<file path="config.mk">
export PLATFORM = sky130hd
export DESIGN_NAME = srrip_set_replacement
export DESIGN_NICKNAME = d
export VERILOG_FILES = /design/src/rtl/srrip_pkg.sv /design/src/rtl/srrip_cell.sv /design/src/rtl/srrip_set_replacement.sv
export VERILOG_INCLUDE_DIRS = /design/src /design/src/rtl
export SDC_FILE = /design/constraint.sdc
export NUM_CORES = 1
export LEC_CHECK = 0
export BUFFER_PORTS_ARGS = -buffer_cell sky130_fd_sc_hd__buf_4
export CELL_PAD_IN_SITES_DETAIL_PLACEMENT = 0
export CELL_PAD_IN_SITES_GLOBAL_PLACEMENT = 2
export CORE_UTILIZATION = 43
export DETAILED_ROUTE_END_ITERATION = 10
export GPL_TIMING_DRIVEN = 0
export PLACE_DENSITY_LB_ADDON = 0.1
export SYNTH_ARGS = -nofsm -noshare
export SYNTH_HDL_FRONTEND = slang
export SYNTH_SLANG_ARGS = --single-unit
</file>
<file path="constraint.sdc">
create_clock -name clk_i -period 3.9 [get_ports clk_i]
set_input_delay 0.195 -clock clk_i [delete_from_list [all_inputs] [get_ports clk_i]]
set_output_delay 0.195 -clock clk_i [all_outputs]
set_load 0.005 [all_outputs]
</file>
<file path="src/rtl/srrip_set_replacement_assert.svh">
// ----------------------------------------------------------------------------
// SRRIP set replacement assertion macros
// Shared property forms for the replacement state checks.
// ----------------------------------------------------------------------------
`ifndef SRRIP_SET_REPLACEMENT_ASSERT_SVH
`define SRRIP_SET_REPLACEMENT_ASSERT_SVH

// check a consequence in the same cycle
`define SRRIP_ASSERT_NOW(lbl, ante, cons, msg) \
  lbl: assert property (@(posedge clk_i) disable iff (!rst_ni) (ante) |-> (cons)) \
    else $error(msg);

// check a consequence in the cycle after the antecedent
`define SRRIP_ASSERT_NEXT(lbl, ante, cons, msg) \
  lbl: assert property (@(posedge clk_i) disable iff (!rst_ni) (ante) |=> (cons)) \
    else $error(msg);

`endif

</file>
<file path="src/rtl/srrip_pkg.sv">
// ----------------------------------------------------------------------------
// SRRIP package
// Action codes, controller states, cell control bundle and reset values.
// ----------------------------------------------------------------------------
package srrip_pkg;

  typedef enum logic [2:0] {
    ACT_AGE    = 3'd0,
    ACT_HIT    = 3'd1,
    ACT_FILL   = 3'd2,
    ACT_VICTIM = 3'd3,
    ACT_EVICT  = 3'd4,
    ACT_READ   = 3'd5
  } srrip_action_e;

  typedef enum logic [1:0] {
    ST_IDLE,
    ST_SCAN,
    ST_DONE
  } srrip_state_e;

  typedef struct packed {
    logic age;
    logic wr;
    logic wr_valid;
    logic search;
  } srrip_cell_ctl_t;

  localparam logic [1:0] CFG_MAX_RRPV    = 2'd0;
  localparam logic [1:0] CFG_DENSE_RRPV  = 2'd1;
  localparam logic [1:0] CFG_ACTIVE_WAYS = 2'd2;

  localparam logic [3:0] MAX_RRPV_RST    = 4'd3;
  localparam logic [3:0] DENSE_RRPV_RST  = 4'd3;
  localparam logic [4:0] ACTIVE_WAYS_RST = 5'd16;

endpackage

</file>
<file path="src/rtl/srrip_cell.sv">
// ----------------------------------------------------------------------------
// SRRIP way cell
// Holds one way's re-reference value and valid bit, applies aging and
// writes, and merges its way into the victim candidate passing through.
// ----------------------------------------------------------------------------
module srrip_cell import srrip_pkg::*; #(
  parameter int RRPV_BITS = 4,
  parameter int IDX_W     = 4,
  parameter int IDX       = 0
) (
  input  logic                 clk_i,
  input  logic                 rst_ni,
  input  srrip_cell_ctl_t      ctl_i,
  input  logic [3:0]           age_amt_i,
  input  logic [3:0]           max_rrpv_i,
  input  logic [RRPV_BITS-1:0] wr_val_i,
  input  logic                 scan_tok_i,
  input  logic                 scan_found_i,
  input  logic [IDX_W-1:0]     scan_idx_i,
  input  logic [RRPV_BITS-1:0] scan_val_i,
  output logic                 scan_tok_o,
  output logic                 scan_found_o,
  output logic [IDX_W-1:0]     scan_idx_o,
  output logic [RRPV_BITS-1:0] scan_val_o,
  output logic [RRPV_BITS-1:0] rrpv_o,
  output logic                 valid_o
);

  localparam int SumW = ((RRPV_BITS > 4) ? RRPV_BITS : 4) + 1;

  logic [RRPV_BITS-1:0] rrpv_q, rrpv_d;
  logic                 valid_q, valid_d;
  logic [SumW-1:0]      sum, max_ext, aged;
  logic                 take;
  logic                 tok_q;
  logic                 found_q, found_d;
  logic [IDX_W-1:0]     idx_q, idx_d;
  logic [RRPV_BITS-1:0] val_q, val_d;

  always_comb begin
    sum     = SumW'(rrpv_q) + SumW'(age_amt_i);
    max_ext = SumW'(max_rrpv_i);
    if (!valid_q || (sum > max_ext)) begin
      aged = max_ext;
    end else begin
      aged = sum;
    end
  end

  always_comb begin
    rrpv_d  = rrpv_q;
    valid_d = valid_q;
    if (ctl_i.age) begin
      rrpv_d  = RRPV_BITS'(aged);
      valid_d = 1'b1;
    end else if (ctl_i.wr) begin
      rrpv_d  = wr_val_i;
      valid_d = ctl_i.wr_valid;
    end
  end

  always_comb begin
    take = ctl_i.search && valid_q && (!scan_found_i || (rrpv_q > scan_val_i));
    if (take) begin
      found_d = 1'b1;
      idx_d   = IDX_W'(IDX);
      val_d   = rrpv_q;
    end else begin
      found_d = scan_found_i;
      idx_d   = scan_idx_i;
      val_d   = scan_val_i;
    end
  end

  always_ff @(posedge clk_i or negedge rst_ni) begin
    if (!rst_ni) begin
      rrpv_q  <= RRPV_BITS'(MAX_RRPV_RST);
      valid_q <= 1'b1;
      tok_q   <= 1'b0;
    end else begin
      rrpv_q  <= rrpv_d;
      valid_q <= valid_d;
      tok_q   <= scan_tok_i;
    end
  end

  always_ff @(posedge clk_i) begin
    found_q <= found_d;
    idx_q   <= idx_d;
    val_q   <= val_d;
  end

  assign scan_tok_o   = tok_q;
  assign scan_found_o = found_q;
  assign scan_idx_o   = idx_q;
  assign scan_val_o   = val_q;
  assign rrpv_o       = rrpv_q;
  assign valid_o      = valid_q;

endmodule

</file>
<file path="src/rtl/srrip_set_replacement.sv">
// ----------------------------------------------------------------------------
// SRRIP set replacement
// Re-reference state of one cache set with lazy aging, built as a row of
// way cells.
// ----------------------------------------------------------------------------
// Age, hit, fill, evict and read requests complete at the accept edge: the
// cells update in parallel and the result is registered at once. A victim
// request sends a token down the row of WAY_COUNT cells, one cell per cycle,
// each active, valid way folding into the running candidate; the result is
// registered from the done state. One request is in work at a time; the
// next is taken once the output register is free or being drained.
`include "srrip_set_replacement_assert.svh"

module srrip_set_replacement import srrip_pkg::*; #(
  parameter int WAY_COUNT = 16,
  parameter int RRPV_BITS = 4
) (
  input  logic       clk_i,
  input  logic       rst_ni,
  input  logic       cfg_we_i,
  input  logic [1:0] cfg_idx_i,
  input  logic [4:0] cfg_wdata_i,
  input  logic       in_valid_i,
  output logic       in_stall_o,
  input  logic [2:0] action_i,
  input  logic [3:0] way_i,
  input  logic       from_ghost_i,
  input  logic       from_llc_i,
  output logic       out_valid_o,
  input  logic       out_stall_i,
  output logic [3:0] victim_way_o,
  output logic       victim_found_o,
  output logic [3:0] counter_value_o,
  output logic       counter_valid_o
);

  localparam int IdxW = (WAY_COUNT > 1) ? $clog2(WAY_COUNT) : 1;
  localparam int SumW = ((RRPV_BITS > 4) ? RRPV_BITS : 4) + 1;

  srrip_state_e  state_q, state_d;
  srrip_action_e act;

  logic [3:0] max_rrpv_q, dense_rrpv_q, pending_age_q;
  logic [4:0] active_ways_q;
  logic       pending_set_q;

  logic slot_free, go, launch, age_go, ld_direct, ld_victim;

  logic [WAY_COUNT-1:0] sel;
  logic [RRPV_BITS-1:0] wr_val;
  srrip_cell_ctl_t      ctl [WAY_COUNT];
  logic [RRPV_BITS-1:0] rrpv_w [WAY_COUNT];
  logic [WAY_COUNT-1:0] valid_w;

  logic [WAY_COUNT:0]   tok_c, found_c;
  logic [IdxW-1:0]      idx_c [WAY_COUNT+1];
  logic [RRPV_BITS-1:0] val_c [WAY_COUNT+1];

  logic                 fin_found_q;
  logic [IdxW-1:0]      fin_idx_q;
  logic [RRPV_BITS-1:0] fin_val_q;
  logic [SumW-1:0]      fin_ext, max_ext;
  logic [3:0]           age_gap;

  logic [3:0] rd_val;
  logic       rd_vld;

  logic       out_valid_q;
  logic [3:0] victim_way_q, counter_value_q;
  logic       victim_found_q, counter_valid_q;

  assign act = srrip_action_e'(action_i);

  // next state
  always_comb begin
    state_d = state_q;
    case (state_q)
      ST_IDLE: if (launch) state_d = ST_SCAN;
      ST_SCAN: if (tok_c[WAY_COUNT]) state_d = ST_DONE;
      ST_DONE: if (slot_free) state_d = ST_IDLE;
      default: state_d = ST_IDLE;
    endcase
  end

  // controller outputs
  always_comb begin
    slot_free  = !out_valid_q || !out_stall_i;
    in_stall_o = !((state_q == ST_IDLE) && slot_free);
    go         = in_valid_i && !in_stall_o;
    launch     = go && (act == ACT_VICTIM);
    age_go     = go && (act == ACT_AGE) && pending_set_q;
    ld_direct  = go && (act != ACT_VICTIM);
    ld_victim  = (state_q == ST_DONE) && slot_free;
  end

  always_comb begin
    if ((act == ACT_FILL) && !from_ghost_i && !from_llc_i && (dense_rrpv_q != 4'd0)) begin
      wr_val = RRPV_BITS'(dense_rrpv_q - 4'd1);
    end else begin
      wr_val = '0;
    end
  end

  for (genvar i = 0; i < WAY_COUNT; i++) begin : g_cell
    assign sel[i]          = ({3'b000, way_i} == 7'(i));
    assign ctl[i].age      = age_go;
    assign ctl[i].wr       = go && sel[i] &&
                             ((act == ACT_HIT) || (act == ACT_FILL) || (act == ACT_EVICT));
    assign ctl[i].wr_valid = (act != ACT_EVICT);
    assign ctl[i].search   = (7'(i) < {2'b00, active_ways_q});

    srrip_cell #(
      .RRPV_BITS (RRPV_BITS),
      .IDX_W     (IdxW),
      .IDX       (i)
    ) u_cell (
      .clk_i        (clk_i),
      .rst_ni       (rst_ni),
      .ctl_i        (ctl[i]),
      .age_amt_i    (pending_age_q),
      .max_rrpv_i   (max_rrpv_q),
      .wr_val_i     (wr_val),
      .scan_tok_i   (tok_c[i]),
      .scan_found_i (found_c[i]),
      .scan_idx_i   (idx_c[i]),
      .scan_val_i   (val_c[i]),
      .scan_tok_o   (tok_c[i+1]),
      .scan_found_o (found_c[i+1]),
      .scan_idx_o   (idx_c[i+1]),
      .scan_val_o   (val_c[i+1]),
      .rrpv_o       (rrpv_w[i]),
      .valid_o      (valid_w[i])
    );
  end

  assign tok_c[0]   = launch;
  assign found_c[0] = 1'b0;
  assign idx_c[0]   = '0;
  assign val_c[0]   = '0;

  always_comb begin
    rd_val = '0;
    rd_vld = 1'b0;
    for (int i = 0; i < WAY_COUNT; i++) begin
      if (sel[i]) begin
        rd_val = 4'(rrpv_w[i]);
        rd_vld = valid_w[i];
      end
    end
  end

  always_comb begin
    fin_ext = SumW'(fin_val_q);
    max_ext = SumW'(max_rrpv_q);
    if (fin_ext < max_ext) begin
      age_gap = 4'(max_ext - fin_ext);
    end else begin
      age_gap = 4'd0;
    end
  end

  always_ff @(posedge clk_i or negedge rst_ni) begin
    if (!rst_ni) begin
      state_q       <= ST_IDLE;
      max_rrpv_q    <= MAX_RRPV_RST;
      dense_rrpv_q  <= DENSE_RRPV_RST;
      active_ways_q <= ACTIVE_WAYS_RST;
      pending_age_q <= 4'd0;
      pending_set_q <= 1'b0;
      out_valid_q   <= 1'b0;
    end else begin
      state_q <= state_d;
      if (cfg_we_i) begin
        case (cfg_idx_i)
          CFG_MAX_RRPV:    max_rrpv_q    <= cfg_wdata_i[3:0];
          CFG_DENSE_RRPV:  dense_rrpv_q  <= cfg_wdata_i[3:0];
          CFG_ACTIVE_WAYS: active_ways_q <= cfg_wdata_i;
          default: ;
        endcase
      end
      if (age_go) begin
        pending_age_q <= 4'd0;
        pending_set_q <= 1'b0;
      end else if (ld_victim && fin_found_q) begin
        if (!pending_set_q || (age_gap < pending_age_q)) begin
          pending_age_q <= age_gap;
        end
        pending_set_q <= 1'b1;
      end
      if (ld_direct || ld_victim) begin
        out_valid_q <= 1'b1;
      end else if (!out_stall_i) begin
        out_valid_q <= 1'b0;
      end
    end
  end

  always_ff @(posedge clk_i) begin
    if ((state_q == ST_SCAN) && tok_c[WAY_COUNT]) begin
      fin_found_q <= found_c[WAY_COUNT];
      fin_idx_q   <= idx_c[WAY_COUNT];
      fin_val_q   <= val_c[WAY_COUNT];
    end
    if (ld_direct) begin
      victim_way_q    <= 4'd0;
      victim_found_q  <= 1'b0;
      counter_value_q <= ((act == ACT_READ) && rd_vld) ? rd_val : 4'd0;
      counter_valid_q <= (act == ACT_READ) && rd_vld;
    end else if (ld_victim) begin
      victim_way_q    <= fin_found_q ? 4'(fin_idx_q) : 4'd0;
      victim_found_q  <= fin_found_q;
      counter_value_q <= 4'd0;
      counter_valid_q <= 1'b0;
    end
  end

  assign out_valid_o     = out_valid_q;
  assign victim_way_o    = victim_way_q;
  assign victim_found_o  = victim_found_q;
  assign counter_value_o = counter_value_q;
  assign counter_valid_o = counter_valid_q;

  `SRRIP_ASSERT_NEXT(a_victim_scans, launch, state_q == ST_SCAN, "victim request did not start a scan")
  `SRRIP_ASSERT_NOW(a_one_token, 1'b1, $onehot0(tok_c[WAY_COUNT:1]), "more than one scan token in the row")
  `SRRIP_ASSERT_NOW(a_pending_clear, $fell(pending_set_q), $past(age_go), "pending age dropped without an age request")

endmodule
</file>
Word level (Yosys, flattened, before mapping) --
Index checks and enable logic that the tools add are counted.
Storage, ports and cells: register bits 265, output and inout bits 12
Operators by class: muxes and demuxes 148, equality and inequality tests 30, add/subtract/negate cells 18, reductions and logical operators 178, magnitude comparators 49
Operators with widths (number):
- 4-bit two-way mux | 88
- 4-bit by 4-bit adder with 5-bit output | 16
- 5-bit by 4-bit > comparator with 1-bit output | 16
- 1-bit logical AND | 76
- 4-bit > comparator | 15
- 1-bit two-way mux | 56
- 4-bit by 5-bit < comparator with 1-bit output (first input constant) | 8
- 2-bit nonzero test | 19
- 1-bit logical NOT | 37
- 1-bit logical OR | 36
- 4-bit == test (second input constant) | 8
- 3-bit by 5-bit < comparator with 1-bit output (first input constant) | 4
- 4-bit by 3-bit == test with 1-bit output (second input constant) | 4
- 1-bit by 5-bit < comparator with 1-bit output (first input constant) | 2
- 2-bit by 5-bit < comparator with 1-bit output (first input constant) | 2
- 4-bit by 2-bit == test with 1-bit output (second input constant) | 2
- 4-bit < comparator | 2
- 2-bit AND reduction | 4
- 3-bit by 2-bit == test with 1-bit output (second input constant) | 2
- 3-bit == test (second input constant) | 2
- 2-bit two-way mux | 3
- 2-bit by 1-bit inequality test with 1-bit output (second input constant) | 3
- 2-bit case mux with 3 select lines | 1
- 2-bit by 1-bit == test with 1-bit output (second input constant) | 2
- other kinds (13) | 15

Longest topological paths before layout --
depth after elaboration 20, gate-level depth with buffers 15

By module --
From an unflattened synthesis, not the netlist that was laid out.
Second synthesis, totals: cells, all modules 1815, area, all modules 17723.2 um^2
By module, submodules not included:
- srrip_cell at g_cell[14].u_cell ... | instances 9, area each 967.2 um^2, sequential area each 334.1 um^2, cells an instance 100
- srrip_cell at g_cell[0].u_cell ... | instances 7, area each 883.3 um^2, sequential area each 334.1 um^2, cells an instance 89
- srrip_set_replacement | instances 1, area each 2835.2 um^2, sequential area each 1052.3 um^2, cells an instance 292

Least setup slack after synthesis --
No wires, ideal clock.
kind reg2reg, start point register pending_age_q[1], end point register g_cell[0].u_cell.rrpv_q[0], setup time 77 ps, slack 410 ps, arrival time 3413 ps, cell stages (with the launch flop) 11, path through dfrtp_1 -> ha_1 -> a21o_1 -> a21oi_1 -> xnor2_1 -> ha_1 -> nand4_1 -> a221o_1 -> a31o_2 -> mux2_2 -> a31oi_1
On the way: longest elaborated chain between the ends 5
RTL lines:
- from (decl) | RTL line srrip_set_replacement.sv:43 | logic [3:0] max_rrpv_q, dense_rrpv_q, pending_age_q;
- from (signal assigned) | RTL line srrip_set_replacement.sv:186 | pending_age_q <= age_gap;
- 4-bit by 4-bit adder with 5-bit output | RTL line srrip_cell.sv:41 | sum = SumW'(rrpv_q) + SumW'(age_amt_i);
- 5-bit by 4-bit > comparator with 1-bit output | RTL line srrip_cell.sv:43 | if (!valid_q || (sum > max_ext)) begin
- 1-bit logical OR | RTL line srrip_cell.sv:43
- 4-bit two-way mux | RTL line srrip_cell.sv:43
- 4-bit two-way mux | RTL line srrip_cell.sv:53 | if (ctl_i.age) begin
- to (signal assigned) | RTL line srrip_cell.sv:77 | rrpv_q <= RRPV_BITS'(MAX_RRPV_RST);
- to (signal assigned) | RTL line srrip_cell.sv:81 | rrpv_q <= rrpv_d;
- to (decl) | RTL line srrip_cell.sv:31 | logic [RRPV_BITS-1:0] rrpv_q, rrpv_d;
No other way between the ends. A chain may end at the register's enable or synchronous reset.

Worst setup path in the final report --
start point register pending_age_q[0], end point register g_cell[9].u_cell.rrpv_q[0]
On the way: longest elaborated chain between the ends 5
RTL lines (RTL line):
- 4-bit by 4-bit adder with 5-bit output (*) | srrip_cell.sv:41
- 5-bit by 4-bit > comparator with 1-bit output | srrip_cell.sv:43
- 1-bit logical OR | srrip_cell.sv:43
- 4-bit two-way mux (*) | srrip_cell.sv:43
- 4-bit two-way mux (*) | srrip_cell.sv:53
- to (signal assigned) | srrip_cell.sv:77
- to (signal assigned) | srrip_cell.sv:81
- to (decl) | srrip_cell.sv:31
Every way passes the cells marked *; elsewhere a longest branch is shown, timed or not.

==> impl_metrics.toml <==
[drt]
ant_nets = 0
wire_per_inst_um = 22.5
num_vias = 12100
drc_errors = 0
routed_via_density = 5.62
wl_um = 48600
first_pass_iters = 5
drt_iter0_markers = 603

[yosys]
synth_top_area_frac = 0.161
synthCells = 1545
yosys-top-cells-area = "dfxtp_1 (16%), ha_1 (15%), dfrtp_1 (9.6%)"
ys_ff_latch = 265
seq_area_frac_synth = 0.366
synth-edff-count = 14
avgSynthCellArea_um2 = 10.8
synth_most_common_cell = "ha_1"
ys_types = 78
syn_nets = 1779
synth.top_cells.by_count = "ha_1 (196), mux2i_1 (146), dfxtp_1 (134)"
synth_area_um2 = 16700
yosysTopAreaCell = "dfxtp_1"
async_flop_share = 0.442
ys.warnings.count = 0
ys.flop_type = "dfxtp_1"

[global_routing]
grt_use_total = 0.255
grt_pass1_vias = 12500
grt_pass1_wl_um = 74900
grt_overflow_total = 0
grt_start_max_net_pins = 79
antenna_found_initial = 0

[die]
rows = 71
fp.dieArea_um2 = 39600
die_x_um = 199
initial_utilization = 0.440
die_y_um = 199
num_io_pins = 33
core_um2 = 37900

[pwr]
p_clk_frac = 0.374
p_int_mw = 5.30
power_switching_mw = 2.27
power.leakage_nw = 8.90
power_density_nw_per_um2 = 404
pwr-share-seq = 0.439
ir_worst_vdd_v = 0.000329
p_total_mw = 7.56
combPwrFrac = 0.187
swShare = 0.300

[cts]
clkTransAtPathRegs_ns = 0.07
worstSkewPairLatency_ns = 0.60
numCtsBuffers = 30
cts.sinks = 265
cts_setup_buffers = 0
htreeDepth = 1
clock-root-buffer = "clkbuf_16"
clk_path_buf_depth = 3
cts_tree = "done"

[setup_path]
critPathKind = "flop to flop"
cp_max_fo = 18
cp.required_ns = 4.37
end_kind = "flop"
slowest_delay_ns = 0.83
cp_cell_sequence = "ha_1 -> fa_1 -> xor2_1 -> ha_1 -> and3b_1 -> a211oi_1 -> o21ai_1 -> mux2i_1 -> a221oi_1"
cp-start-kind = "flop"
crit_slowest_cell = "dfrtp_1"
crit_top_cell = "ha_1"
cp.arrival_ns = 4.05

[timing]
worst_pin_slew_ns = 1.25
period_minus_slack_ns = 3.57
maxSlewHeadroom = 0.164
finalSetupViolCount = 0
drv_slew = 0
clock_skew_ns = 0.0400
hold_violations = 0
final.setup.tns_ns = 0
rsz0062_at_grt = "no"
fin_crit_sh = 0.916
fmax_ghz = 0.280

[place]
place.gp.congestion = 0.900
dp_hpwl_um = 36300
io_buffers = 27

[job]
drv_cap = 0

[final_layout]
nNetsFinal = 1855
finalCoreUtilization = 0.494
diodes = 0
areaGrowthSynthToFinish_pct = 12.4
drive_gt1_frac = 0.187

[hold_path]
hold_class = "input pin to flop"

[run_status]
status = "finished, final reports clean"
-- sequential cells by signal, indices dropped and copies added, names as in the netlist --
| name | count |
|---|---|
| g_cell.u_cell.rrpv_o | 64 |
| g_cell.u_cell.scan_val_o | 64 |
| g_cell.u_cell.scan_idx_o | 49 |
| g_cell.u_cell.scan_found_o | 16 |
| g_cell.u_cell.scan_tok_o | 16 |
| g_cell.u_cell.valid_o | 16 |
| active_ways_q | 5 |
| counter_value_o | 4 |
| dense_rrpv_q | 4 |
| fin_idx_q | 4 |
| fin_val_q | 4 |
| max_rrpv_q | 4 |
| pending_age_q | 4 |
| victim_way_o | 4 |
| state_q | 2 |
| counter_valid_o | 1 |
| fin_found_q | 1 |
| out_valid_o | 1 |
| pending_set_q | 1 |
| victim_found_o | 1 |
-- kinds of logic after synthesis --
| family | Yosys count | synth area share |
|---|---|---|
| buffers and inverters | 153 | 0.0435 |
| flip-flops | 265 | 0.366 |
| multiplexers | 233 | 0.150 |
| adder cells (fa/ha/maj) | 213 | 0.167 |
| XOR/XNOR | 34 | 0.0179 |
| AO/OA/AOI/OAI | 307 | 0.132 |
| AND/OR/NAND/NOR | 340 | 0.123 |
-- timing repair --
action                                 4_1_cts  5_1_grt
hold buffers                                16        0
setup endpoints to repair                    4        4
gates cloned                                 0        0
endpoints found under the hold margin       84        0
resized for setup                            1        1
-- stage by stage --
step | setup slack (ns) | instance area (µm²) | std cells | hold WS (ns)
floorplan | 0.410 | 16700 | 1545 | -0.101
global placement | -0.764 | 17500 | 2083 | 0.333
detailed placement | -0.791 | 17600 | 2085 | 0.126
CTS | 0.0507 | 18700 | 2156 | 0.0319
global route | 0.0885 | 18700 | 2156 | 0.0555
finish | 0.328 | 18700 | 2156 | 0.0800
-- worst max-delay path: cells and delay by family, from the launching register on --
family                     cells  cell delay [ns]
AOI/OAI and AO/OA              3             0.73
xor gates and xnor gates       1             0.26
adders and majority gates      3             1.24
DFF                            1             0.83
muxes                          1             0.18
and+or+nand+nor                1             0.19
-- routing by layer --
metal / track usage / part of all wire / vias to the layer above
li1: - / - / 5853
met1: 0.339 / 0.47 / 5977
met2: 0.429 / 0.47 / 212
met3: 0.0363 / 0.036 / 77
met4: 0.0695 / 0.028 / 0
met5: 0 / 0 / -
-- path summary, 6_finish.rpt --
path | startpoint | endpoint | slack (ns) | cells past startpoint
setup / recovery | pending_age_q[0] | g_cell[9].u_cell.rrpv_o[0] | 0.33 | 9
hold / removal | action_i[2] | g_cell[0].u_cell.scan_tok_o | 0.08 | 3
min in group asynchronous | rst_ni | g_cell[0].u_cell.scan_tok_o | 0.09 | 2
setup reg to reg | pending_age_q[0] | g_cell[9].u_cell.rrpv_o[0] | 0.33 | 9
max in group asynchronous | rst_ni | g_cell[7].u_cell.rrpv_o[1] | 3.03 | 3
hold reg to reg | g_cell[2].u_cell.scan_tok_o | g_cell[3].u_cell.scan_tok_o | 0.35 | 0
-- placed cells by master (no fill, tap or decap), types with 17 or more instances in the layout --
cell type,count
xnor2_1,17
dfstp_2,52
clkbuf_16,30
mux2i_1,146
inv_1,101
a21oi_1,45
a221oi_1,25
nand2_1,57
nor2_1,41
o21ai_0,62
a21o_1,34
dfrtp_1,63
buf_4,28
fa_1,17
nor3_1,26
o21a_1,23
nor2b_1,40
ha_1,196
xor2_1,17
buf_2,22
mux2_2,82
nand2b_1,55
nand4_1,19
dfxtp_1,134
-- power groups by stage --
stage | Combinational [mW] | Clock [mW] | Sequential (mW)
after floorplan | 0.997 | 0 | 3.24
after global placement | 1.38 | 0 | 3.37
after detailed placement | 1.40 | 0 | 3.37
after CTS | 1.42 | 2.89 | 3.33
after global routing | 1.58 | 3.01 | 3.36
final | 1.41 | 2.83 | 3.32
-- layout make-up --
cell class / instances / area, µm²
Buffer: 51 / 343
Clock buffer: 34 / 786
Clock inverter: 22 / 209
Fill cell: 3588 / 19200
Inverter: 101 / 379
Multi-Input combinational cell: 1127 / 9860
Sequential cell: 265 / 6100
Tap cell: 511 / 639
Timing Repair Buffer: 45 / 414
(Power assumes the default switching activity.)
